==> config.mk <==
export PLATFORM = sky130hd
export DESIGN_NAME = udp_header_filter_counter_flat
export DESIGN_NICKNAME = d
export VERILOG_FILES = /design/src/design/uhfc_pkg.sv /design/src/design/uhfc_frame_if.sv /design/src/design/uhfc_result_if.sv /design/src/design/udp_header_filter_counter.sv /design/src/design/uhfc_parse.sv /design/src/design/uhfc_queue.sv /design/src/design/uhfc_count.sv /design/src/flat_wrapper.sv
export SDC_FILE = /design/constraint.sdc
export NUM_CORES = 1
export LEC_CHECK = 0
export BUFFER_PORTS_ARGS = -buffer_cell sky130_fd_sc_hd__buf_2
export CORE_ASPECT_RATIO = 1.4
export CORE_MARGIN = 2
export CORE_UTILIZATION = 55
export CTS_BUF_LIST = sky130_fd_sc_hd__clkbuf_2 sky130_fd_sc_hd__clkbuf_4 sky130_fd_sc_hd__clkbuf_8
export CTS_CLUSTER_SIZE = 14
export DETAILED_ROUTE_END_ITERATION = 7
export PLACE_DENSITY = 0.77
export SYNTH_ARGS = -nofsm -noshare
export SYNTH_HDL_FRONTEND = slang
export SYNTH_HIERARCHICAL = 1
export SYNTH_SLANG_ARGS = --single-unit
==> constraint.sdc <==
create_clock -name clk -period 18.7 [get_ports clk]
set_input_delay 4.675 -clock clk [delete_from_list [all_inputs] [get_ports clk]]
set_output_delay 4.675 -clock clk [all_outputs]
set_load 0.05 [all_outputs]
==> src/design/uhfc_pkg.sv <==
// Shared types and constants for the UDP header filter and counter.
// No dependencies; every design module imports this package.
`timescale 1ns / 1ps

package uhfc_pkg;

  // Default length of the link header ahead of the IPv4 header
  localparam int LINK_HEADER_BYTES_DEF = 14;
  // IPv4 header (20 bytes) plus UDP header (8 bytes)
  localparam int HEADERS_AFTER_LINK = 28;
  localparam logic [7:0] UDP_PROTOCOL = 8'd17;

  // Depth of the record queue between parser and counter
  localparam int QUEUE_DEPTH = 2;

  // Configuration port geometry
  localparam int CFG_DATA_W = 32;
  localparam int CFG_ADDR_W = 5;

  // Register map, in word order
  typedef enum logic [2:0] {
    REG_SRC_ADDR,
    REG_SRC_ADDR_ON,
    REG_SRC_PORT,
    REG_SRC_PORT_ON,
    REG_DST_ADDR,
    REG_DST_ADDR_ON,
    REG_DST_PORT,
    REG_DST_PORT_ON
  } reg_idx_t;

  typedef struct packed {
    logic [31:0] src_addr;
    logic        src_addr_on;
    logic [15:0] src_port;
    logic        src_port_on;
    logic [31:0] dst_addr;
    logic        dst_addr_on;
    logic [15:0] dst_port;
    logic        dst_port_on;
  } filter_cfg_t;

  // Header fields of one matched frame
  typedef struct packed {
    logic [31:0] src_addr;
    logic [31:0] dst_addr;
    logic [15:0] src_port;
    logic [15:0] dst_port;
    logic [15:0] ip_len;
    logic [15:0] udp_len;
  } hdr_rec_t;

endpackage

==> src/design/uhfc_frame_if.sv <==
// Frame byte channel: valid/ready handshake, one frame byte per word.
// No dependencies.
`timescale 1ns / 1ps

interface uhfc_frame_if;
  logic       valid;
  logic       ready;
  logic [7:0] frame_byte;
  logic       frame_end;

  modport source (output valid, output frame_byte, output frame_end, input ready);
  modport sink   (input valid, input frame_byte, input frame_end, output ready);
endinterface

==> src/design/uhfc_result_if.sv <==
// Result channel: valid/ready handshake, one matched-frame record per word.
// No dependencies.
`timescale 1ns / 1ps

interface uhfc_result_if;
  logic        valid;
  logic        ready;
  logic [31:0] source_address;
  logic [31:0] destination_address;
  logic [15:0] source_port;
  logic [15:0] destination_port;
  logic [15:0] ip_length;
  logic [15:0] udp_length;
  logic [15:0] matched_count;
  logic [15:0] length_sum;

  modport source (
    output valid, output source_address, output destination_address,
    output source_port, output destination_port, output ip_length,
    output udp_length, output matched_count, output length_sum,
    input ready
  );
  modport sink (
    input valid, input source_address, input destination_address,
    input source_port, input destination_port, input ip_length,
    input udp_length, input matched_count, input length_sum,
    output ready
  );
endinterface

==> src/design/udp_header_filter_counter.sv <==
// Top level: configuration registers on an APB-style port, parser, record
// queue and counter stage. Depends on uhfc_pkg, the channel interfaces,
// uhfc_parse, uhfc_queue and uhfc_count.
`timescale 1ns / 1ps

// Counts UDP frames that pass optional address and port filters. Frame bytes
// enter on the frame channel at one byte per clock with no gaps required; the
// parser holds header fields from fixed offsets (link header of
// LINK_HEADER_BYTES, then IPv4 and UDP headers). On the last byte of a frame
// that is UDP, at least LINK_HEADER_BYTES + 28 bytes long and matches every
// enabled filter, a record goes into a two-entry queue; the counter stage
// adds it to the wrapping 16-bit packet count and length sum and presents it
// on the result channel from its output register. The frame channel
// stalls only while that queue is full, which takes a stalled result channel
// and two queued records. Filter registers sit at byte address 4*index and
// read back; change them only while no frame is in flight.
module udp_header_filter_counter #(
  parameter int LINK_HEADER_BYTES = uhfc_pkg::LINK_HEADER_BYTES_DEF
) (
  input  logic                            clk,
  input  logic                            rst,
  uhfc_frame_if.sink                      frame,
  uhfc_result_if.source                   result,
  input  logic                            psel,
  input  logic                            penable,
  input  logic                            pwrite,
  input  logic [uhfc_pkg::CFG_ADDR_W-1:0] paddr,
  input  logic [uhfc_pkg::CFG_DATA_W-1:0] pwdata,
  output logic [uhfc_pkg::CFG_DATA_W-1:0] prdata,
  output logic                            pready
);
  import uhfc_pkg::*;

  filter_cfg_t cfg;
  reg_idx_t    reg_idx;
  logic        cfg_wr;
  logic        push;
  logic        q_full;
  logic        q_valid;
  logic        pop;
  hdr_rec_t    wr_rec;
  hdr_rec_t    rd_rec;

  assign pready  = 1'b1;
  assign cfg_wr  = psel && penable && pwrite;
  assign reg_idx = reg_idx_t'(paddr[CFG_ADDR_W-1:2]);

  // Write filter registers
  always_ff @(posedge clk) begin
    if (rst) begin
      cfg <= '0;
    end else if (cfg_wr) begin
      unique case (reg_idx)
        REG_SRC_ADDR:    cfg.src_addr    <= pwdata[31:0];
        REG_SRC_ADDR_ON: cfg.src_addr_on <= pwdata[0];
        REG_SRC_PORT:    cfg.src_port    <= pwdata[15:0];
        REG_SRC_PORT_ON: cfg.src_port_on <= pwdata[0];
        REG_DST_ADDR:    cfg.dst_addr    <= pwdata[31:0];
        REG_DST_ADDR_ON: cfg.dst_addr_on <= pwdata[0];
        REG_DST_PORT:    cfg.dst_port    <= pwdata[15:0];
        REG_DST_PORT_ON: cfg.dst_port_on <= pwdata[0];
        default: ;
      endcase
    end
  end

  // Read back filter registers
  always_comb begin
    prdata = '0;
    unique case (reg_idx)
      REG_SRC_ADDR:    prdata = cfg.src_addr;
      REG_SRC_ADDR_ON: prdata = CFG_DATA_W'(cfg.src_addr_on);
      REG_SRC_PORT:    prdata = CFG_DATA_W'(cfg.src_port);
      REG_SRC_PORT_ON: prdata = CFG_DATA_W'(cfg.src_port_on);
      REG_DST_ADDR:    prdata = cfg.dst_addr;
      REG_DST_ADDR_ON: prdata = CFG_DATA_W'(cfg.dst_addr_on);
      REG_DST_PORT:    prdata = CFG_DATA_W'(cfg.dst_port);
      REG_DST_PORT_ON: prdata = CFG_DATA_W'(cfg.dst_port_on);
      default:         prdata = '0;
    endcase
  end

  uhfc_parse #(
    .LINK_HEADER_BYTES(LINK_HEADER_BYTES)
  ) u_parse (
    .clk    (clk),
    .rst    (rst),
    .cfg    (cfg),
    .frame  (frame),
    .q_full (q_full),
    .push   (push),
    .rec    (wr_rec)
  );

  uhfc_queue u_queue (
    .clk    (clk),
    .rst    (rst),
    .push   (push),
    .wr_rec (wr_rec),
    .full   (q_full),
    .valid  (q_valid),
    .rd_rec (rd_rec),
    .pop    (pop)
  );

  uhfc_count u_count (
    .clk     (clk),
    .rst     (rst),
    .q_valid (q_valid),
    .q_rec   (rd_rec),
    .pop     (pop),
    .result  (result)
  );

endmodule

==> src/design/uhfc_parse.sv <==
// Front end: takes frame bytes, captures header fields at fixed offsets and
// classifies each frame at its last byte. Depends on uhfc_pkg, uhfc_frame_if.
`timescale 1ns / 1ps

module uhfc_parse #(
  parameter int LINK_HEADER_BYTES = uhfc_pkg::LINK_HEADER_BYTES_DEF
) (
  input  logic                  clk,
  input  logic                  rst,
  input  uhfc_pkg::filter_cfg_t cfg,
  uhfc_frame_if.sink            frame,
  input  logic                  q_full,
  output logic                  push,
  output uhfc_pkg::hdr_rec_t    rec
);
  import uhfc_pkg::*;

  localparam int FRAME_MIN = LINK_HEADER_BYTES + HEADERS_AFTER_LINK;
  localparam int POS_W     = $clog2(FRAME_MIN + 1);
  localparam int REL_W     = $clog2(HEADERS_AFTER_LINK);
  localparam logic [POS_W-1:0] POS_LINK = POS_W'(LINK_HEADER_BYTES);
  localparam logic [POS_W-1:0] POS_MIN  = POS_W'(FRAME_MIN);
  localparam logic [POS_W-1:0] POS_LAST = POS_W'(FRAME_MIN - 1);

  // Byte offsets from the start of the IPv4 header
  localparam int OFF_IP_LEN   = 2;
  localparam int OFF_PROTO    = 9;
  localparam int OFF_SRC_ADDR = 12;
  localparam int OFF_DST_ADDR = 16;
  localparam int OFF_SRC_PORT = 20;
  localparam int OFF_DST_PORT = 22;
  localparam int OFF_UDP_LEN  = 24;

  logic [POS_W-1:0] pos;
  logic [POS_W-1:0] rel_full;
  logic [REL_W-1:0] rel;
  logic             in_hdr;
  logic             accept;
  logic             match;

  logic [7:0]  proto;
  logic [31:0] src_addr;
  logic [31:0] dst_addr;
  logic [15:0] src_port;
  logic [15:0] dst_port;
  logic [15:0] ip_len;
  logic [15:0] udp_len;

  // Stall only when the record queue cannot take a result
  assign frame.ready = !q_full;
  assign accept      = frame.valid && frame.ready;

  assign in_hdr   = (pos >= POS_LINK) && (pos < POS_MIN);
  assign rel_full = pos - POS_LINK;
  assign rel      = rel_full[REL_W-1:0];

  // Advance the byte position, saturate past the headers, clear at frame end
  always_ff @(posedge clk) begin
    if (rst) begin
      pos <= '0;
    end else if (accept) begin
      if (frame.frame_end) begin
        pos <= '0;
      end else if (pos != POS_MIN) begin
        pos <= pos + 1'b1;
      end
    end
  end

  // Shift header bytes into their fields
  always_ff @(posedge clk) begin
    if (rst) begin
      proto    <= '0;
      src_addr <= '0;
      dst_addr <= '0;
      src_port <= '0;
      dst_port <= '0;
      ip_len   <= '0;
      udp_len  <= '0;
    end else if (accept && in_hdr) begin
      case (rel) inside
        [OFF_IP_LEN:OFF_IP_LEN+1]:     ip_len   <= {ip_len[7:0], frame.frame_byte};
        OFF_PROTO:                     proto    <= frame.frame_byte;
        [OFF_SRC_ADDR:OFF_SRC_ADDR+3]: src_addr <= {src_addr[23:0], frame.frame_byte};
        [OFF_DST_ADDR:OFF_DST_ADDR+3]: dst_addr <= {dst_addr[23:0], frame.frame_byte};
        [OFF_SRC_PORT:OFF_SRC_PORT+1]: src_port <= {src_port[7:0], frame.frame_byte};
        [OFF_DST_PORT:OFF_DST_PORT+1]: dst_port <= {dst_port[7:0], frame.frame_byte};
        [OFF_UDP_LEN:OFF_UDP_LEN+1]:   udp_len  <= {udp_len[7:0], frame.frame_byte};
        default: ;
      endcase
    end
  end

  // Classify: a frame long enough to reach the last header byte has no
  // capture left on its final byte, so the held fields are complete
  assign match = (pos >= POS_LAST)
              && (proto == UDP_PROTOCOL)
              && (!cfg.src_addr_on || (src_addr == cfg.src_addr))
              && (!cfg.src_port_on || (src_port == cfg.src_port))
              && (!cfg.dst_addr_on || (dst_addr == cfg.dst_addr))
              && (!cfg.dst_port_on || (dst_port == cfg.dst_port));

  assign push = accept && frame.frame_end && match;

  assign rec.src_addr = src_addr;
  assign rec.dst_addr = dst_addr;
  assign rec.src_port = src_port;
  assign rec.dst_port = dst_port;
  assign rec.ip_len   = ip_len;
  assign rec.udp_len  = udp_len;

endmodule

==> src/design/uhfc_queue.sv <==
// Short record queue between the parser and the counter stage.
// Depends on uhfc_pkg.
`timescale 1ns / 1ps

module uhfc_queue (
  input  logic               clk,
  input  logic               rst,
  input  logic               push,
  input  uhfc_pkg::hdr_rec_t wr_rec,
  output logic               full,
  output logic               valid,
  output uhfc_pkg::hdr_rec_t rd_rec,
  input  logic               pop
);
  import uhfc_pkg::*;

  localparam int PTR_W = (QUEUE_DEPTH > 1) ? $clog2(QUEUE_DEPTH) : 1;
  localparam int CNT_W = $clog2(QUEUE_DEPTH + 1);
  localparam logic [PTR_W-1:0] PTR_LAST = PTR_W'(QUEUE_DEPTH - 1);
  localparam logic [CNT_W-1:0] CNT_FULL = CNT_W'(QUEUE_DEPTH);

  hdr_rec_t         entries [QUEUE_DEPTH];
  logic [PTR_W-1:0] wr_ptr;
  logic [PTR_W-1:0] rd_ptr;
  logic [CNT_W-1:0] count;

  assign full   = (count == CNT_FULL);
  assign valid  = (count != '0);
  assign rd_rec = entries[rd_ptr];

  // Write the incoming record
  always_ff @(posedge clk) begin
    if (push) begin
      entries[wr_ptr] <= wr_rec;
    end
  end

  // Advance pointers and track the fill level
  always_ff @(posedge clk) begin
    if (rst) begin
      wr_ptr <= '0;
      rd_ptr <= '0;
      count  <= '0;
    end else begin
      if (push) begin
        wr_ptr <= (wr_ptr == PTR_LAST) ? '0 : wr_ptr + 1'b1;
      end
      if (pop) begin
        rd_ptr <= (rd_ptr == PTR_LAST) ? '0 : rd_ptr + 1'b1;
      end
      if (push && !pop) begin
        count <= count + 1'b1;
      end else if (pop && !push) begin
        count <= count - 1'b1;
      end
    end
  end

endmodule

==> src/design/uhfc_count.sv <==
// Back end: pops matched records, updates the packet count and length sum,
// and holds the result word in an output register. Depends on uhfc_pkg,
// uhfc_result_if.
`timescale 1ns / 1ps

module uhfc_count (
  input  logic               clk,
  input  logic               rst,
  input  logic               q_valid,
  input  uhfc_pkg::hdr_rec_t q_rec,
  output logic               pop,
  uhfc_result_if.source      result
);
  import uhfc_pkg::*;

  logic        out_valid;
  logic [15:0] packet_total;
  logic [15:0] length_total;
  logic [15:0] packet_total_next;
  logic [15:0] length_total_next;
  hdr_rec_t    out_rec;

  // Take a record when the output register is empty or being emptied
  assign pop = q_valid && (!out_valid || result.ready);

  assign packet_total_next = packet_total + 16'd1;
  assign length_total_next = length_total + q_rec.ip_len;

  // Hold the running totals and the output valid flag
  always_ff @(posedge clk) begin
    if (rst) begin
      out_valid    <= 1'b0;
      packet_total <= '0;
      length_total <= '0;
    end else begin
      if (pop) begin
        out_valid    <= 1'b1;
        packet_total <= packet_total_next;
        length_total <= length_total_next;
      end else if (result.ready) begin
        out_valid <= 1'b0;
      end
    end
  end

  // Load the record into the output register
  always_ff @(posedge clk) begin
    if (pop) begin
      out_rec <= q_rec;
    end
  end

  assign result.valid               = out_valid;
  assign result.source_address      = out_rec.src_addr;
  assign result.destination_address = out_rec.dst_addr;
  assign result.source_port         = out_rec.src_port;
  assign result.destination_port    = out_rec.dst_port;
  assign result.ip_length           = out_rec.ip_len;
  assign result.udp_length          = out_rec.udp_len;
  assign result.matched_count       = packet_total;
  assign result.length_sum          = length_total;

endmodule
==> src/flat_wrapper.sv <==
// flat-port wrapper written by rule: the top's interface ports become plain ports
module udp_header_filter_counter_flat import uhfc_pkg::*;
#(
  parameter int LINK_HEADER_BYTES = uhfc_pkg::LINK_HEADER_BYTES_DEF
)
  (clk, rst, psel, penable, pwrite, paddr, pwdata, prdata, pready, frame_valid, frame_frame_byte, frame_frame_end, frame_ready, result_valid, result_source_address, result_destination_address, result_source_port, result_destination_port, result_ip_length, result_udp_length, result_matched_count, result_length_sum, result_ready);
  uhfc_frame_if frame_i ();
  uhfc_result_if result_i ();
  input  logic clk;
  input  logic rst;
  input  logic psel;
  input  logic penable;
  input  logic pwrite;
  input  logic [uhfc_pkg::CFG_ADDR_W-1:0] paddr;
  input  logic [uhfc_pkg::CFG_DATA_W-1:0] pwdata;
  output logic [uhfc_pkg::CFG_DATA_W-1:0] prdata;
  output logic pready;
  input wire logic [$bits(frame_i.valid)-1:0] frame_valid;
  input wire logic [$bits(frame_i.frame_byte)-1:0] frame_frame_byte;
  input wire logic [$bits(frame_i.frame_end)-1:0] frame_frame_end;
  output wire logic [$bits(frame_i.ready)-1:0] frame_ready;
  output wire logic [$bits(result_i.valid)-1:0] result_valid;
  output wire logic [$bits(result_i.source_address)-1:0] result_source_address;
  output wire logic [$bits(result_i.destination_address)-1:0] result_destination_address;
  output wire logic [$bits(result_i.source_port)-1:0] result_source_port;
  output wire logic [$bits(result_i.destination_port)-1:0] result_destination_port;
  output wire logic [$bits(result_i.ip_length)-1:0] result_ip_length;
  output wire logic [$bits(result_i.udp_length)-1:0] result_udp_length;
  output wire logic [$bits(result_i.matched_count)-1:0] result_matched_count;
  output wire logic [$bits(result_i.length_sum)-1:0] result_length_sum;
  input wire logic [$bits(result_i.ready)-1:0] result_ready;
  assign frame_i.valid = frame_valid;
  assign frame_i.frame_byte = frame_frame_byte;
  assign frame_i.frame_end = frame_frame_end;
  assign frame_ready = frame_i.ready;
  assign result_valid = result_i.valid;
  assign result_source_address = result_i.source_address;
  assign result_destination_address = result_i.destination_address;
  assign result_source_port = result_i.source_port;
  assign result_destination_port = result_i.destination_port;
  assign result_ip_length = result_i.ip_length;
  assign result_udp_length = result_i.udp_length;
  assign result_matched_count = result_i.matched_count;
  assign result_length_sum = result_i.length_sum;
  assign result_i.ready = result_ready;
  udp_header_filter_counter #(.LINK_HEADER_BYTES(LINK_HEADER_BYTES)) u_core (.clk(clk), .rst(rst), .frame(frame_i), .result(result_i), .psel(psel), .penable(penable), .pwrite(pwrite), .paddr(paddr), .pwdata(pwdata), .prdata(prdata), .pready(pready));
endmodule
Yosys cells after proc, flatten, opt, wreduce, memory -nomap -nowiden --
Memories as Yosys holds them, arrays and structs flattened. A register that Yosys moved wholly into a read port is not among the register bits. Cells that the tools add are included.
Storage, ports and cells: flip-flop bits (word level) 407, memory bits (writable) 256, input bits 53, output and inout bits 195, word-level logic and storage cells 141, memories 1
Cells by class: add/subtract/negate cells 8, magnitude comparators 15, equal/unequal tests 15, mux-type cells 13, bitwise logic cells 6, reductions and logical operators 55
Memories:
- u_core.u_queue.entries | depth 2, bits a word 128, rd ports 1, clocked after Yosys merged registers in 1, wr ports 1, line uhfc_queue.sv:22 | hdr_rec_t entries [QUEUE_DEPTH];
Operators by type and width (count):
- $pmux 32 s8 | 1
- $eq 32x32->1 | 2
- $eq 16x16->1 | 2
- $logic_and 1x1->1 | 21
- $ge 5x5->1 const B | 4
- $le 5x5->1 const B | 4
- $reduce_and 2->1 | 10
- $add 16x1->16 const B | 1
- $add 16x16->16 | 1
- $eq 3x3->1 const B | 4
- $mux 6 | 2
- $eq 8x5->1 const B | 1
- $logic_not 1->1 | 8
- $mux 1 | 8
- $reduce_and 8->1 | 1
- $reduce_bool 2->1 | 4
- $reduce_and 7->1 | 1
- $add 6x1->6 const B | 1
- $eq 3x2->1 const B | 2
- $ge 6x4->1 const B | 1
- $ge 6x6->1 const B | 1
- $lt 6x6->1 const B | 1
- $ne 6x6->1 const B | 1
- $not 1->1 | 6
- other kinds (18) | 24

Longest topological paths before layout --
Gate-level depths: netlist of the first run.
depth after elaboration 11, mapped depth 11, gate-level depth less buffers 11

By module --
Netlist of the first run, hierarchy kept.
By module, submodules not included:
- uhfc_queue | times used 1, cells each 420, area each 9501.6 µm², sequential area each 7787.5 µm²
- uhfc_parse | times used 1, cells each 699, area each 6977.9 µm², sequential area each 2842.7 µm²
- uhfc_count | times used 1, cells each 380, area each 5893.2 µm², sequential area each 4504.3 µm²
- udp_header_filter_counter | times used 1, cells each 444, area each 4847.1 µm², sequential area each 2001.9 µm²

Worst setup path before layout of the first run --
Ideal clock, no wire load.
path kind input port to flip-flop, start point input port frame_valid, end point memory u_core/u_queue/entries[0][0] (netlist bit), enable pin, library setup time 0.632 ns, data arrival time 11.273 ns, path slack 6.795 ns, stages on the path 6, path buffers 0, cell sequence inv_1 > nor2_1 > nand4_1 > a2111oi_0 > and4_1 > nor2b_1
On the way: word-level cells in the longest chain between the ends 5
Ends and longest elaborated chain:
- start: declaration | line flat_wrapper.sv:18 | input wire logic [$bits(frame_i.valid)-1:0] frame_valid;
- $logic_and 1x1->1 | line uhfc_parse.sv:51 | assign accept = frame.valid && frame.ready;
- $logic_and 1x1->1 (2 in series) | line uhfc_parse.sv:103 | assign push = accept && frame.frame_end && match;
- named net u_core.push | line udp_header_filter_counter.sv:37 | logic push;
- $mux 1 | line uhfc_queue.sv:33 | if (push) begin
- $mux 1 (not written as such) | line uhfc_queue.sv:34 | entries[wr_ptr] <= wr_rec;
- end: declaration | line uhfc_queue.sv:22
The timed path passes the listed nets, and every way through them passes these cells.

Worst setup path after layout of the first run --
start point input port paddr[4] (netlist bit), end point output port prdata[29] (netlist bit)
On the way: word-level cells in the longest chain between the ends 2, elaborated cells on any way between the ends 9, those cells by class 7 x eq/ne; 1 x mux; 1 x reduce/logical
Ends and longest elaborated chain:
- start: declaration | line flat_wrapper.sv:14 | input logic [uhfc_pkg::CFG_ADDR_W-1:0] paddr;
- $eq 3x3->1, or another cell as far along | line udp_header_filter_counter.sv:70 | unique case (reg_idx)
- $pmux 32 s8 (*) | line udp_header_filter_counter.sv:70
- end: declaration | line flat_wrapper.sv:16 | output logic [uhfc_pkg::CFG_DATA_W-1:0] prdata;
Mark *: on every way between the ends. The rest lies on a longest branch, timed or not.

==> impl_results.html, run 1 <==
<table>
<tr><th>Metric</th><th>Value</th></tr>
<tr><th colspan="2">Yosys</th></tr>
<tr><td>Proportion of synthesized flip-flops having asynchronous set or reset</td><td>0%</td></tr>
<tr><td>Per-instance average area after synthesis</td><td>14.0 um2</td></tr>
<tr><td>FF+latch count, synth</td><td>roughly 660</td></tr>
<tr><td>Sequential element share of the synthesized area</td><td>between 60% and 70%</td></tr>
<tr><td>Netlist Area Pre-Place</td><td>around 27,000 um2</td></tr>
<tr><td>Cell accounting for the most synthesized area</td><td>sky130_fd_sc_hd__edfxtp_1</td></tr>
<tr><td>Most used flip-flop cell after synthesis</td><td>sky130_fd_sc_hd__edfxtp_1</td></tr>
<tr><td>Top cells by area, synth</td><td>sky130_fd_sc_hd__edfxtp_1 (42%), sky130_fd_sc_hd__dfxtp_1 (21%), sky130_fd_sc_hd__mux2i_1 (8.2%)</td></tr>
<tr><td>Count of mapped cells out of synthesis</td><td>between 1,500 and 2,000</td></tr>
<tr><td>Synthesis warning total</td><td>6</td></tr>
<tr><td>Number of nets produced by synthesis</td><td>between 2,000 and 2,500</td></tr>
<tr><td>Count of unique library cells instantiated by Yosys</td><td>between 70 and 80</td></tr>
<tr><td>Number of flops mapped to enable cells by yosys</td><td>about 380</td></tr>
<tr><td>Portion of synthesized cell area occupied by the leading cell type</td><td>a little over two fifths</td></tr>
<tr><th colspan="2">Worst setup path</th></tr>
<tr><td>Crit path launch type</td><td>input port</td></tr>
<tr><td>Slack of the worst reg-to-reg path</td><td>14.48 ns</td></tr>
<tr><td>Most numerous cell on the critical path</td><td>sky130_fd_sc_hd__buf_2</td></tr>
<tr><td>Critical Setup Path Class</td><td>in2out</td></tr>
<tr><td>Largest stage delay on the critical path</td><td>approximately 1.0 ns</td></tr>
<tr><td>Data arrival time at the worst-slack endpoint</td><td>7.05 ns</td></tr>
<tr><td>Number of cells on the worst reg-to-reg path</td><td>9</td></tr>
<tr><td>Crit path required time</td><td>~14 ns</td></tr>
<tr><td>Launch instance of the worst register-to-register path</td><td>u_core/u_parse/pos[0]</td></tr>
<tr><td>Last element of the critical path</td><td>prdata[29]</td></tr>
<tr><td>Top fanout value on the critical path</td><td>27</td></tr>
<tr><td>Crit path max-delay cell type</td><td>sky130_fd_sc_hd__nor2_1</td></tr>
<tr><td>Critical Path Source</td><td>paddr[4]</td></tr>
<tr><td>CP cell instances</td><td>buf_2, nand2b_2, nor2_1, a22o_1, buf_2</td></tr>
<tr><td>CP bufs+invs</td><td>2</td></tr>
<tr><td>Number of logic stages on the critical path including buffering</td><td>5</td></tr>
<tr><td>Crit-path leading delay family</td><td>simple AND/OR/NAND/NOR gates</td></tr>
<tr><td>Capture point of the worst reg-to-reg path</td><td>u_core/u_queue/entries[1][119]</td></tr>
<tr><td>Worst setup EP type</td><td>output port</td></tr>
<tr><th colspan="2">Clock network</th></tr>
<tr><td>CTS clk-pin slew, worst paths</td><td>around 0.070 ns</td></tr>
<tr><td>Setup Fix Bufs, Post-CTS</td><td>0</td></tr>
<tr><td>Max Buffers Root-to-Sink</td><td>3</td></tr>
<tr><td>Insertion delay to the later sink of the worst-skew pair</td><td>about 0.7 ns</td></tr>
<tr><td>Cts bufs inserted</td><td>96</td></tr>
<tr><td>Post-CTS sizing</td><td>0</td></tr>
<tr><td>TritonCTS clock tree</td><td>built</td></tr>
<tr><td>Clock Sink Count</td><td>between 600 and 700</td></tr>
<tr><td>Post-CTS Hold Buffers</td><td>0</td></tr>
<tr><td>Htree depth</td><td>3</td></tr>
<tr><td>Library cell used as clock root buffer</td><td>sky130_fd_sc_hd__clkbuf_8</td></tr>
<tr><th colspan="2">Placed design</th></tr>
<tr><td>Half-perimeter wire length of the detailed placement result</td><td>about 43,000 um</td></tr>
<tr><td>Placement Setup Slack</td><td>roughly 7.0 ns</td></tr>
<tr><td>Port bufs</td><td>about 240</td></tr>
<tr><td>Routability congestion estimate</td><td>~0.89</td></tr>
<tr><th colspan="2">Hold path</th></tr>
<tr><td>Hold WC Path Type</td><td>reg2reg</td></tr>
<tr><th colspan="2">Floorplan</th></tr>
<tr><td>Die Span Y</td><td>~270 um</td></tr>
<tr><td>Initial core utilization</td><td>55.5%</td></tr>
<tr><td>Core outline area</td><td>slightly below 50,000 um2</td></tr>
<tr><td>Die Outline Area</td><td>51,300 um2</td></tr>
<tr><td>Cell Rows</td><td>96</td></tr>
<tr><td>Chip width</td><td>192 um</td></tr>
<tr><td>Number of top-level pins</td><td>~250</td></tr>
<tr><th colspan="2">Route</th></tr>
<tr><td>Post-detailed-routing wire length</td><td>between 60,000 and 70,000 um</td></tr>
<tr><td>DR DRC count</td><td>0</td></tr>
<tr><td>Antenna Nets Post-Route</td><td>0</td></tr>
<tr><td>Post-DR wirelength/cell</td><td>approximately 21 um</td></tr>
<tr><td>Count of routing violations after the opening detailed-route iteration</td><td>roughly 1,200</td></tr>
<tr><td>Number of vias per cell after detailed routing</td><td>approximately 5.7</td></tr>
<tr><td>TritonRoute pass-1 iters</td><td>5</td></tr>
<tr><td>Vias post-DR</td><td>roughly 16,000</td></tr>
<tr><th colspan="2">Timing</th></tr>
<tr><td>Setup violation total in the final timing report</td><td>0</td></tr>
<tr><td>Fmax</td><td>~0.085 GHz</td></tr>
<tr><td>Measured slew at the worst slew-check pin</td><td>1.32 ns</td></tr>
<tr><td>Final count of pins violating max slew</td><td>0</td></tr>
<tr><td>Unrepaired setup endpoints after global routing</td><td>no</td></tr>
<tr><td>Final number of hold-violating endpoints</td><td>0</td></tr>
<tr><td>Period utilization</td><td>between 60% and 70%</td></tr>
<tr><td>Worst max-slew margin expressed relative to the limit</td><td>between 10% and 20%</td></tr>
<tr><td>Setup slack of the critical path after layout</td><td>6.98 ns</td></tr>
<tr><td>Shortest period the worst path allows</td><td>approximately 12 ns</td></tr>
<tr><td>Setup Skew</td><td>between 0.04 and 0.05 ns</td></tr>
<tr><td>Setup TNS</td><td>0 ns</td></tr>
<tr><th colspan="2">Cells and area</th></tr>
<tr><td>Area growth syn-to-layout</td><td>13.5%</td></tr>
<tr><td>End-of-flow core utilization</td><td>approximately 63%</td></tr>
<tr><td>Commonest cells after routing, fill and taps aside</td><td>sky130_fd_sc_hd__edfxtp_1 (384), sky130_fd_sc_hd__dfxtp_1 (279), sky130_fd_sc_hd__nand2b_1 (264)</td></tr>
<tr><td>Share of layout cells above drive strength 1</td><td>between 20% and 30%</td></tr>
<tr><td>Number of fill cells in the layout</td><td>between 3,000 and 4,000</td></tr>
<tr><td>Commonest non-fill, non-tap cell in the layout</td><td>sky130_fd_sc_hd__edfxtp_1</td></tr>
<tr><td>Final Net Count</td><td>roughly 2,300</td></tr>
<tr><th colspan="2">Pwr</th></tr>
<tr><td>Leakage power of the design</td><td>around 13 nW</td></tr>
<tr><td>Final Power</td><td>between 2 and 3 mW</td></tr>
<tr><td>Areal power density over the cells</td><td>92.5 nW/um2</td></tr>
<tr><td>Worst vdd ir</td><td>0.0000515 V</td></tr>
<tr><th colspan="2">Job</th></tr>
<tr><td>Count of maximum capacitance violations</td><td>0</td></tr>
<tr><th colspan="2">Global route</th></tr>
<tr><td>Wire length of the first global-routing pass</td><td>approximately 94,000 um</td></tr>
<tr><td>Congestion Overflow GR</td><td>0</td></tr>
<tr><td>Total routing resource utilization after global routing</td><td>24.5%</td></tr>
<tr><td>Antenna violations before repair</td><td>1</td></tr>
<tr><td>Vias in the first global route</td><td>between 15,000 and 20,000</td></tr>
<tr><td>Pin count of the biggest net entering global routing</td><td>133</td></tr>
<tr><th colspan="2">Outcome</th></tr>
<tr><td>Status</td><td>finished clean</td></tr>
</table>
==> cell families (layout without fill, tap and decap cells) <==
group / Yosys count / count (layout) / share of synthesized area (%)
compound gates: 147 / 147 / 3.47
xor+xnor: 122 / 122 / 3.93
fa+ha+maj: 27 / 27 / 1.27
buf+inv: 117 / 452 / 2.64
flops: 664 / 664 / 63.0
mux: 367 / 367 / 14.8
other cells: 1 / 3 / 0.0138
simple gates: 498 / 498 / 10.9
==> power breakdown <==
| group | internal, mW | switching (mW) | leakage (nW) | total (mW) |
|---|---|---|---|---|
| Combinational | 0.0219 | 0.0341 | 5.47 | 0.0560 |
| Sequential | 1.53 | 0.00341 | 5.97 | 1.53 |
| Clock | 0.712 | 0.558 | 1.13 | 1.27 |
| Total | 2.26 | 0.595 | 12.6 | 2.86 |
==> cell usage after synthesis (all sizes together), types with 12 or more instances <==
cell type	count
a21oi	52
a22o	16
and2	19
buf	56
clkbuf	42
dfxtp	280
edfxtp	384
ha	26
inv	19
mux2	128
mux2i	224
mux4	15
nand2	42
nand2b	265
nand3	35
nand4	15
nor2	37
nor4	28
o21ai	38
xnor2	12
xor2	110
==> layout make-up <==
class / instances / area [um2] / area share, %
Inverter: 19 / 78.8 / 0.255
Sequential cell: 664 / 17100 / 55.5
Clock buffer: 131 / 1670 / 5.39
Antenna cell: 2 / 5.00 / 0.0162
Clock inverter: 45 / 503 / 1.63
Multi-Input combinational cell: 1162 / 9380 / 30.4
Timing Repair Buffer: 257 / 1330 / 4.29
Tap cell: 637 / 797 / 2.58
==> state kept, by name (all words and copies together), names as in the netlist, 8 cells and up, named ones only <==
signal                                     cells
u_core/u_count/result.source_port             16
u_core/u_count/result.destination_port        16
u_core/u_count/result.destination_address     32
u_core/u_count/result.udp_length              16
u_core/u_parse/dst_port                       16
u_core/u_count/result.length_sum              16
u_core/u_parse/udp_len                        16
u_core/u_count/result.ip_length               16
u_core/u_parse/ip_len                         16
u_core/u_parse/proto                           8
u_core/cfg                                   100
u_core/u_parse/dst_addr                       32
u_core/u_count/result.matched_count           16
u_core/u_parse/src_addr                       32
u_core/u_queue/entries                       256
u_core/u_parse/src_port                       16
u_core/u_count/result.source_address          32
==> layer usage <==
layer,global-route usage [%],share of wire (%),vias up
li1,-,-,7597
met5,0,0,-
met3,3.79,5.8,96
met1,29.6,39,8181
met4,10.9,3.3,0
met2,43.0,51,610
==> through the flow <==
step | instances | hold slack, ns | cell area, um2
5_1_grt | 2916 | 0.473 | 30900
4_1_cts | 2915 | 0.455 | 30900
6_report | 2917 | 0.453 | 30900
3_5_place_dp | 2739 | 0.440 | 28700
3_3_place_gp | 2739 | 0.431 | 28700
2_1_floorplan | 1943 | 0.419 | 27200
==> worst reg2reg max path: stages, from the launching register on <==
cell,delay (ns)
sky130_fd_sc_hd__dfxtp_1,0.59
sky130_fd_sc_hd__inv_1,0.22
sky130_fd_sc_hd__ha_1,0.25
sky130_fd_sc_hd__nand3_1,0.08
sky130_fd_sc_hd__a21oi_1,0.09
sky130_fd_sc_hd__a2111oi_0,0.41
sky130_fd_sc_hd__and4_1,0.40
sky130_fd_sc_hd__and2_4,0.18
sky130_fd_sc_hd__buf_4,0.72
sky130_fd_sc_hd__buf_4,0.90
==> how the worst min path moves through the flow <==
| stage | from | to | slack, ns | cells after the start |
|---|---|---|---|---|
| floorplan | u_core/u_parse/ip_len[13] | u_core/u_queue/entries[0][29] | 0.42 | 0 |
| global placement | u_core/u_parse/udp_len[7] | u_core/u_queue/entries[0][7] | 0.43 | 0 |
| detailed placement | u_core/u_parse/ip_len[10] | u_core/u_queue/entries[0][26] | 0.44 | 0 |
| CTS | u_core/u_parse/ip_len[10] | u_core/u_queue/entries[0][26] | 0.45 | 0 |
| global route | u_core/u_parse/udp_len[15] | u_core/u_queue/entries[1][15] | 0.47 | 0 |
| finish | u_core/u_parse/udp_len[14] | u_core/u_queue/entries[1][14] | 0.45 | 0 |
No activity file was read; power rests on OpenSTA's default activity.
==> run 2: changes to the inputs <==
--- a/config.mk
+++ b/config.mk
@@ -5,6 +5,7 @@
 export SDC_FILE = /design/constraint.sdc
 export NUM_CORES = 1
 export LEC_CHECK = 0
+export ABC_AREA = 1
 export BUFFER_PORTS_ARGS = -buffer_cell sky130_fd_sc_hd__buf_2
 export CORE_ASPECT_RATIO = 1.4
 export CORE_MARGIN = 2
==> constraint.sdc (replaced) <==
create_clock -name clk -period 11.3 [get_ports clk]
set_input_delay 2.825 -clock clk [delete_from_list [all_inputs] [get_ports clk]]
set_output_delay 2.825 -clock clk [all_outputs]
set_load 0.05 [all_outputs]
==> run 2 against run 1 <==
Against the previous run:
- cell count grew 21%
- die area fell by 0.15%
- flip-flop and latch count unchanged
- non-clock buffer count fell by 2
- critical endpoint is now prdata[6]
- global-route usage grew 1.4 points
- worst setup slack worse by 3.8 ns
==> impl_results.html, run 2 <==
<table>
<tr><th>Metric</th><th>Value</th></tr>
<tr><th colspan="2">Cells and area</th></tr>
<tr><td>Largest registers in the final layout</td><td>u_core/u_queue/entries (256), u_core/cfg (100)</td></tr>
<tr><td>Commonest cells after routing, fill and taps aside</td><td>sky130_fd_sc_hd__nor2_1 (450), sky130_fd_sc_hd__edfxtp_1 (384), sky130_fd_sc_hd__nand2_1 (352)</td></tr>
<tr><td>Share of layout cells above drive strength 1</td><td>a little over a fifth</td></tr>
<tr><td>End-of-flow core utilization</td><td>63.0%</td></tr>
<tr><td>Commonest non-fill, non-tap cell in the layout</td><td>sky130_fd_sc_hd__nor2_1</td></tr>
<tr><td>Area growth syn-to-layout</td><td>13.3%</td></tr>
<tr><td>Final Net Count</td><td>between 2,000 and 3,000</td></tr>
<tr><td>Max FFs per register</td><td>about 260</td></tr>
<tr><td>Register containing the most flip-flops in the final layout</td><td>u_core/u_queue/entries</td></tr>
<tr><th colspan="2">Clock network</th></tr>
<tr><td>Library cell used as clock root buffer</td><td>sky130_fd_sc_hd__clkbuf_8</td></tr>
<tr><td>Post-CTS sizing</td><td>0</td></tr>
<tr><td>Htree depth</td><td>3</td></tr>
<tr><td>Setup Fix Bufs, Post-CTS</td><td>0</td></tr>
<tr><td>Clock Sink Count</td><td>roughly 660</td></tr>
<tr><td>Post-CTS Hold Buffers</td><td>0</td></tr>
<tr><td>TritonCTS clock tree</td><td>built</td></tr>
<tr><td>Max Buffers Root-to-Sink</td><td>3</td></tr>
<tr><td>CTS clk-pin slew, worst paths</td><td>around 0.060 ns</td></tr>
<tr><td>Cts bufs inserted</td><td>between 90 and 100</td></tr>
<tr><td>Insertion delay to the later sink of the worst-skew pair</td><td>about 0.7 ns</td></tr>
<tr><th colspan="2">Timing</th></tr>
<tr><td>Setup Skew</td><td>around 0.056 ns</td></tr>
<tr><td>Setup TNS</td><td>0 ns</td></tr>
<tr><td>Shortest period the worst path allows</td><td>8.12 ns</td></tr>
<tr><td>Unrepaired setup endpoints after global routing</td><td>no</td></tr>
<tr><td>Setup violation total in the final timing report</td><td>0</td></tr>
<tr><td>Final count of pins violating max slew</td><td>0</td></tr>
<tr><td>Period utilization</td><td>a little under three quarters</td></tr>
<tr><td>Worst-case hold slack</td><td>approximately 0.45 ns</td></tr>
<tr><td>Final number of hold-violating endpoints</td><td>0</td></tr>
<tr><td>Worst max-slew margin expressed relative to the limit</td><td>26.8%</td></tr>
<tr><td>Fmax</td><td>0.123 GHz</td></tr>
<tr><td>Measured slew at the worst slew-check pin</td><td>between 1 and 1.5 ns</td></tr>
<tr><th colspan="2">Route</th></tr>
<tr><td>TritonRoute pass-1 iters</td><td>5</td></tr>
<tr><td>DR DRC count</td><td>0</td></tr>
<tr><td>Vias post-DR</td><td>around 19,000</td></tr>
<tr><td>Count of routing violations after the opening detailed-route iteration</td><td>roughly 1,400</td></tr>
<tr><td>Post-detailed-routing wire length</td><td>66,200 um</td></tr>
<tr><td>Number of vias per cell after detailed routing</td><td>between 5 and 6</td></tr>
<tr><td>Post-DR wirelength/cell</td><td>~19 um</td></tr>
<tr><td>Antenna Nets Post-Route</td><td>0</td></tr>
<tr><th colspan="2">Global route</th></tr>
<tr><td>Congestion Overflow GR</td><td>0</td></tr>
<tr><td>Vias in the first global route</td><td>18,439</td></tr>
<tr><td>Pin count of the biggest net entering global routing</td><td>between 150 and 200</td></tr>
<tr><td>Total routing resource utilization after global routing</td><td>about a quarter</td></tr>
<tr><td>Wire length of the first global-routing pass</td><td>101,000 um</td></tr>
<tr><td>Antenna violations before repair</td><td>3</td></tr>
<tr><th colspan="2">Worst setup path</th></tr>
<tr><td>Crit path launch type</td><td>input port</td></tr>
<tr><td>Data arrival time at the worst-slack endpoint</td><td>5.30 ns</td></tr>
<tr><td>Worst setup EP type</td><td>output port</td></tr>
<tr><td>Slack of the worst reg-to-reg path</td><td>roughly 7.0 ns</td></tr>
<tr><td>Number of cells on the worst reg-to-reg path</td><td>12</td></tr>
<tr><td>Crit path max-delay cell type</td><td>sky130_fd_sc_hd__inv_1</td></tr>
<tr><td>Largest stage delay on the critical path</td><td>0.92 ns</td></tr>
<tr><td>Most numerous cell on the critical path</td><td>sky130_fd_sc_hd__buf_2</td></tr>
<tr><td>Crit path required time</td><td>about 8.5 ns</td></tr>
<tr><td>Launch instance of the worst register-to-register path</td><td>u_core/u_parse/dst_addr[0]</td></tr>
<tr><td>Top fanout value on the critical path</td><td>34</td></tr>
<tr><td>Capture point of the worst reg-to-reg path</td><td>u_core/u_queue/entries[1][49]</td></tr>
<tr><td>Critical Setup Path Class</td><td>in2out</td></tr>
<tr><td>CP cell instances</td><td>buf_2, nand2_4, inv_1, nand2_1, nand4_1, buf_2</td></tr>
<tr><th colspan="2">Placed design</th></tr>
<tr><td>Port bufs</td><td>between 200 and 250</td></tr>
<tr><td>Half-perimeter wire length of the detailed placement result</td><td>approximately 44,000 um</td></tr>
<tr><td>Routability congestion estimate</td><td>about 0.94</td></tr>
<tr><th colspan="2">Yosys</th></tr>
<tr><td>Netlist Area Pre-Place</td><td>27,200 um2</td></tr>
<tr><td>Ranking of synthesized cells by instance count</td><td>sky130_fd_sc_hd__nor2_1 (451), sky130_fd_sc_hd__edfxtp_1 (384), sky130_fd_sc_hd__nand2_1 (352)</td></tr>
<tr><td>Most used flip-flop cell after synthesis</td><td>sky130_fd_sc_hd__edfxtp_1</td></tr>
<tr><td>Sequential element share of the synthesized area</td><td>between 60% and 70%</td></tr>
<tr><td>Count of unique library cells instantiated by Yosys</td><td>47</td></tr>
<tr><td>Number of nets produced by synthesis</td><td>~2,600</td></tr>
<tr><td>Cell accounting for the most synthesized area</td><td>sky130_fd_sc_hd__edfxtp_1</td></tr>
<tr><td>FF+latch count, synth</td><td>around 660</td></tr>
<tr><td>Top cells by area, synth</td><td>sky130_fd_sc_hd__edfxtp_1 (42%), sky130_fd_sc_hd__dfxtp_1 (21%), sky130_fd_sc_hd__nor2_1 (6.2%)</td></tr>
<tr><td>Synthesis warning total</td><td>6</td></tr>
<tr><td>Proportion of synthesized flip-flops having asynchronous set or reset</td><td>0%</td></tr>
<tr><td>Most common cell in the netlist</td><td>sky130_fd_sc_hd__nor2_1</td></tr>
<tr><td>Per-instance average area after synthesis</td><td>between 10 and 15 um2</td></tr>
<tr><td>Number of flops mapped to enable cells by yosys</td><td>384</td></tr>
<tr><td>Portion of synthesized cell area occupied by the leading cell type</td><td>approximately 42%</td></tr>
<tr><td>Count of mapped cells out of synthesis</td><td>~2,500</td></tr>
<tr><th colspan="2">Job</th></tr>
<tr><td>Count of maximum capacitance violations</td><td>0</td></tr>
<tr><th colspan="2">Pwr</th></tr>
<tr><td>Worst vdd ir</td><td>approximately 0.00038 V</td></tr>
<tr><td>Final Power</td><td>6.70 mW</td></tr>
<tr><td>Areal power density over the cells</td><td>between 200 and 250 nW/um2</td></tr>
<tr><td>Leakage power of the design</td><td>between 10 and 15 nW</td></tr>
<tr><th colspan="2">Floorplan</th></tr>
<tr><td>Number of top-level pins</td><td>~250</td></tr>
<tr><td>Chip width</td><td>192 um</td></tr>
<tr><td>Die Outline Area</td><td>around 51,000 um2</td></tr>
<tr><td>Die Span Y</td><td>between 200 and 300 um</td></tr>
<tr><td>Cell Rows</td><td>96</td></tr>
<tr><td>Initial core utilization</td><td>about 56%</td></tr>
<tr><td>Core outline area</td><td>~49,000 um2</td></tr>
<tr><th colspan="2">Outcome</th></tr>
<tr><td>Status</td><td>finished clean</td></tr>
<tr><th colspan="2">Hold path</th></tr>
<tr><td>Capture endpoint of the worst hold path</td><td>u_core/u_queue/entries[1][28]</td></tr>
<tr><td>Hold_sp</td><td>u_core/u_parse/ip_len[12]</td></tr>
<tr><td>Hold WC Path Type</td><td>reg2reg</td></tr>
<tr><td>Hold Path Depth</td><td>0</td></tr>
</table>
-- run 2: cell types whose count changed after synthesis, sizes merged, moves of 18 or more --
| cell | before | now |
|---|---|---|
| and2 | 19 | 1 |
| xor2 | 110 | 27 |
| nand2 | 42 | 362 |
| xnor2 | 12 | 69 |
| nand3 | 35 | 75 |
| nand4 | 15 | 42 |
| inv | 19 | 173 |
| nor4 | 28 | 1 |
| nor2 | 37 | 469 |
| mux2i | 224 | 0 |
| nor3 | 10 | 114 |
| o21ai | 38 | 200 |
| nand2b | 265 | 0 |
-- run 2: how the worst max path moves through the flow --
stage / startpoint / slack, ns / endpoint / cells past startpoint
5_1_grt: paddr[4] / 3.11 / prdata[7] / 6
3_5_place_dp: paddr[4] / 3.25 / prdata[6] / 6
6_report: paddr[4] / 3.18 / prdata[6] / 6
2_1_floorplan: frame_valid / 1.78 / u_core/u_queue/entries[0][0] / 8
4_1_cts: paddr[4] / 3.25 / prdata[6] / 6
3_3_place_gp: paddr[4] / 3.32 / prdata[6] / 6
-- run 2: layout make-up --
class,instances,area [um2]
Clock buffer,153,1860
Antenna cell,4,10.0
Tap cell,637,797
Clock inverter,29,304
Sequential cell,664,17100
Fill cell,3854,18100
Inverter,175,667
Timing Repair Buffer,255,1320
Multi-Input combinational cell,1598,8690
-- run 2: per-layer routing --
layer  share of wire (%)  track usage [%]  vias up
met1                  38             29.4     9014
met5               0.017                0        -
li1                    -                -     9105
met2                  51             45.5      744
met4                 4.8             13.5        2
met3                 6.8             5.12      153
-- run 2: where the power goes --
part	switching [mW]	leakage [nW]	internal [mW]	total [mW]
clock	0.924	1.15	1.15	2.08
combinational	1.30	5.57	0.346	1.65
sequential	0.110	5.88	2.86	2.97
-- run 2: per-stage QoR --
stage,instance area [um2],instances,setup slack [ns]
after global routing,30800,3513,3.11
final,30800,3515,3.18
after CTS,30800,3511,3.25
after global placement,28600,3329,3.32
after floorplan,27200,2547,1.78
after detailed placement,28600,3329,3.25
-- run 2: critical path, delay by kind of cell --
family	cells	cell delay, ns
buffers and inverters	3	1.68
AND/OR/NAND/NOR	3	0.75
-- run 2: kinds of logic after synthesis --
logic type | share of synthesized area, %
and+or+nand+nor | 16.9
DFF | 63.1
buffers and inverters | 4.99
AOI/OAI and AO/OA | 5.38
muxes | 5.30
xor gates and xnor gates | 3.09
adders and majority gates | 1.27
other | 0.0138
==> run 3: changes to the inputs <==
--- a/config.mk
+++ b/config.mk
@@ -13,7 +13,7 @@
 export CTS_BUF_LIST = sky130_fd_sc_hd__clkbuf_2 sky130_fd_sc_hd__clkbuf_4 sky130_fd_sc_hd__clkbuf_8
 export CTS_CLUSTER_SIZE = 14
 export DETAILED_ROUTE_END_ITERATION = 7
-export PLACE_DENSITY = 0.77
+export PLACE_DENSITY = 0.8
 export SYNTH_ARGS = -nofsm -noshare
 export SYNTH_HDL_FRONTEND = slang
 export SYNTH_HIERARCHICAL = 1
==> constraint.sdc (replaced) <==
create_clock -name clk -period 7.1 [get_ports clk]
set_input_delay 1.775 -clock clk [delete_from_list [all_inputs] [get_ports clk]]
set_output_delay 1.775 -clock clk [all_outputs]
set_load 0.05 [all_outputs]
==> run 3 against run 2 <==
Against the previous run:
- wire length up 0.73%
- highest routed layer unchanged
- largest cell class unchanged
- worst hold slack improved by 0.0018 ns
- first-iteration DRC count fell by 5.6%
- final area is 0.27% lower
- flip-flop and latch count is the same
- non-clock buffer count grew 1
- power grew 57%
==> impl_results.html, run 3 (synthesis results as in run 2) <==
<table>
<tr><th>Metric</th><th>Value</th></tr>
<tr><th colspan="2">Route</th></tr>
<tr><td>Count of routing violations after the opening detailed-route iteration</td><td>1,341</td></tr>
<tr><td>DR DRC count</td><td>0</td></tr>
<tr><td>Vias post-DR</td><td>roughly 19,000</td></tr>
<tr><td>TritonRoute pass-1 iters</td><td>5</td></tr>
<tr><td>Number of vias per cell after detailed routing</td><td>around 5.5</td></tr>
<tr><td>Post-DR wirelength/cell</td><td>between 15 and 20 um</td></tr>
<tr><td>Antenna Nets Post-Route</td><td>0</td></tr>
<tr><td>Post-detailed-routing wire length</td><td>around 67,000 um</td></tr>
<tr><th colspan="2">Worst setup path</th></tr>
<tr><td>Capture point of the worst reg-to-reg path</td><td>u_core/u_queue/entries[0][122]</td></tr>
<tr><td>Crit path max-delay cell type</td><td>sky130_fd_sc_hd__inv_1</td></tr>
<tr><td>Launch instance of the worst register-to-register path</td><td>u_core/u_parse/dst_addr[0]</td></tr>
<tr><td>Data arrival time at the worst-slack endpoint</td><td>between 4 and 5 ns</td></tr>
<tr><td>Top fanout value on the critical path</td><td>34</td></tr>
<tr><td>CP cell instances</td><td>buf_2, nand2_4, inv_1, buf_4, nand2_1, nand4_1, buf_2</td></tr>
<tr><td>Number of cells on the worst reg-to-reg path</td><td>12</td></tr>
<tr><td>Critical Setup Path Class</td><td>in2out</td></tr>
<tr><td>Worst setup EP type</td><td>output port</td></tr>
<tr><td>Most numerous cell on the critical path</td><td>sky130_fd_sc_hd__buf_2</td></tr>
<tr><td>Crit path launch type</td><td>input port</td></tr>
<tr><td>Slack of the worst reg-to-reg path</td><td>about 3.2 ns</td></tr>
<tr><td>Crit path required time</td><td>~5.3 ns</td></tr>
<tr><td>Largest stage delay on the critical path</td><td>roughly 0.54 ns</td></tr>
<tr><th colspan="2">Global route</th></tr>
<tr><td>Antenna violations before repair</td><td>4</td></tr>
<tr><td>Pin count of the biggest net entering global routing</td><td>165</td></tr>
<tr><td>Total routing resource utilization after global routing</td><td>a little over a quarter</td></tr>
<tr><td>Wire length of the first global-routing pass</td><td>roughly 100,000 um</td></tr>
<tr><td>Congestion Overflow GR</td><td>0</td></tr>
<tr><td>Vias in the first global route</td><td>18,613</td></tr>
<tr><th colspan="2">Clock network</th></tr>
<tr><td>CTS clk-pin slew, worst paths</td><td>about 0.060 ns</td></tr>
<tr><td>Htree depth</td><td>3</td></tr>
<tr><td>Post-CTS sizing</td><td>0</td></tr>
<tr><td>Max Buffers Root-to-Sink</td><td>3</td></tr>
<tr><td>Post-CTS Hold Buffers</td><td>0</td></tr>
<tr><td>Clock Sink Count</td><td>~660</td></tr>
<tr><td>TritonCTS clock tree</td><td>built</td></tr>
<tr><td>Insertion delay to the later sink of the worst-skew pair</td><td>a little over 0.7 ns</td></tr>
<tr><td>Cts bufs inserted</td><td>95</td></tr>
<tr><td>Setup Fix Bufs, Post-CTS</td><td>0</td></tr>
<tr><td>Library cell used as clock root buffer</td><td>sky130_fd_sc_hd__clkbuf_8</td></tr>
<tr><th colspan="2">Hold path</th></tr>
<tr><td>Hold Path Depth</td><td>0</td></tr>
<tr><td>Capture endpoint of the worst hold path</td><td>u_core/u_queue/entries[0][24]</td></tr>
<tr><td>Hold_sp</td><td>u_core/u_parse/ip_len[8]</td></tr>
<tr><td>Hold WC Path Type</td><td>reg2reg</td></tr>
<tr><th colspan="2">Job</th></tr>
<tr><td>Count of maximum capacitance violations</td><td>0</td></tr>
<tr><th colspan="2">Cells and area</th></tr>
<tr><td>Footprint of the multi-input gates</td><td>8690 um2</td></tr>
<tr><td>FF/Latch Area</td><td>between 15,000 and 20,000 um2</td></tr>
<tr><td>Commonest cells after routing, fill and taps aside</td><td>sky130_fd_sc_hd__nor2_1 (450), sky130_fd_sc_hd__edfxtp_1 (384), sky130_fd_sc_hd__nand2_1 (352)</td></tr>
<tr><td>Share of layout cells above drive strength 1</td><td>about a fifth</td></tr>
<tr><td>Commonest non-fill, non-tap cell in the layout</td><td>sky130_fd_sc_hd__nor2_1</td></tr>
<tr><td>Number of fill cells in the layout</td><td>3,778</td></tr>
<tr><td>Area growth syn-to-layout</td><td>13.0%</td></tr>
<tr><td>Area of all placed cells without fillers</td><td>a little over 30,000 um2</td></tr>
<tr><td>Register containing the most flip-flops in the final layout</td><td>u_core/u_queue/entries</td></tr>
<tr><td>Non-filler instance count after layout</td><td>3,511</td></tr>
<tr><td>Final Net Count</td><td>2,870</td></tr>
<tr><td>Max FFs per register</td><td>approximately 260</td></tr>
<tr><td>End-of-flow core utilization</td><td>62.8%</td></tr>
<tr><td>Largest registers in the final layout</td><td>u_core/u_queue/entries (256), u_core/cfg (100)</td></tr>
<tr><th colspan="2">Placed design</th></tr>
<tr><td>Port bufs</td><td>244</td></tr>
<tr><td>Post-Place Cells</td><td>3,330</td></tr>
<tr><td>Routability congestion estimate</td><td>around 0.95</td></tr>
<tr><td>Placement Setup Slack</td><td>1.32 ns</td></tr>
<tr><td>Placement-stage cell area</td><td>around 29,000 um2</td></tr>
<tr><td>Half-perimeter wire length of the detailed placement result</td><td>44,900 um</td></tr>
<tr><th colspan="2">Floorplan</th></tr>
<tr><td>Number of top-level pins</td><td>between 200 and 250</td></tr>
<tr><td>Chip width</td><td>192 um</td></tr>
<tr><td>Die Outline Area</td><td>a little over 50,000 um2</td></tr>
<tr><td>Die Span Y</td><td>approximately 270 um</td></tr>
<tr><td>Initial core utilization</td><td>a little under three fifths</td></tr>
<tr><td>Core outline area</td><td>~49,000 um2</td></tr>
<tr><td>Cell Rows</td><td>96</td></tr>
<tr><th colspan="2">Timing</th></tr>
<tr><td>Measured slew at the worst slew-check pin</td><td>approximately 1.1 ns</td></tr>
<tr><td>Final count of pins violating max slew</td><td>0</td></tr>
<tr><td>Worst max-slew margin expressed relative to the limit</td><td>between 20% and 30%</td></tr>
<tr><td>Setup violation total in the final timing report</td><td>0</td></tr>
<tr><td>Shortest period the worst path allows</td><td>5.82 ns</td></tr>
<tr><td>Setup slack of the critical path after layout</td><td>1.28 ns</td></tr>
<tr><td>Setup Skew</td><td>between 0.03 and 0.04 ns</td></tr>
<tr><td>Fmax</td><td>between 0.15 and 0.2 GHz</td></tr>
<tr><td>Unrepaired setup endpoints after global routing</td><td>no</td></tr>
<tr><td>Worst-case hold slack</td><td>approximately 0.45 ns</td></tr>
<tr><td>Setup TNS</td><td>0 ns</td></tr>
<tr><td>Final number of hold-violating endpoints</td><td>0</td></tr>
<tr><td>Period utilization</td><td>just over 80%</td></tr>
<tr><th colspan="2">Outcome</th></tr>
<tr><td>Status</td><td>finished clean</td></tr>
<tr><th colspan="2">Pwr</th></tr>
<tr><td>Worst vdd ir</td><td>around 0.00046 V</td></tr>
<tr><td>Final Power</td><td>between 10 and 15 mW</td></tr>
<tr><td>Leakage power of the design</td><td>between 10 and 15 nW</td></tr>
<tr><td>Areal power density over the cells</td><td>around 340 nW/um2</td></tr>
</table>
run 3: cell count changes in the layout (fill, tap and decap cells not counted), sizes merged:
cell / delta
inv: -2
bufinv: -1
clkbuf: -11
buf: +1
diode: -3
clkinv: +12
run 3: final cells by class:
| type | instances | share of cell area [%] |
|---|---|---|
| tap | 637 | 2.60 |
| inverter | 175 | 2.17 |
| clock buffer | 142 | 5.67 |
| antenna | 1 | 0.00815 |
| clock inverter | 38 | 1.07 |
| sequential | 664 | 55.8 |
| timing repair buffer | 256 | 4.35 |
| multi-input combinational | 1598 | 28.3 |
run 3: power breakdown:
group	internal, mW	switching [mW]	total, mW	leakage, nW
registers	4.55	0.215	4.77	5.88
clock network	1.71	1.46	3.17	1.09
logic	0.551	2.03	2.58	5.57
total	6.81	3.71	10.5	12.5
run 3: worst max path at each step:
| stage | slack (ns) | cells past startpoint | from | end |
|---|---|---|---|---|
| final | 1.28 | 7 | paddr[4] | prdata[6] |
| after floorplan | 0.80 | 8 | frame_valid | u_core/u_queue/entries[0][0] |
| after CTS | 1.31 | 7 | paddr[4] | prdata[6] |
| after global placement | 1.35 | 7 | paddr[4] | prdata[6] |
| after global routing | 1.13 | 7 | paddr[4] | prdata[6] |
| after detailed placement | 1.32 | 7 | paddr[4] | prdata[6] |
run 3: metal layers:
layer	vias up	track usage [%]	wire [um]
li1	9112	-	-
met1	9089	30.2	25100
met2	791	44.7	33200
met3	188	5.31	4680
met4	6	15.0	3740
met5	-	0	28
run 3: critical path: cells and delay by family:
kind                   cells  cell delay (ns)
buffers and inverters      4             1.62
and+or+nand+nor            3             0.62
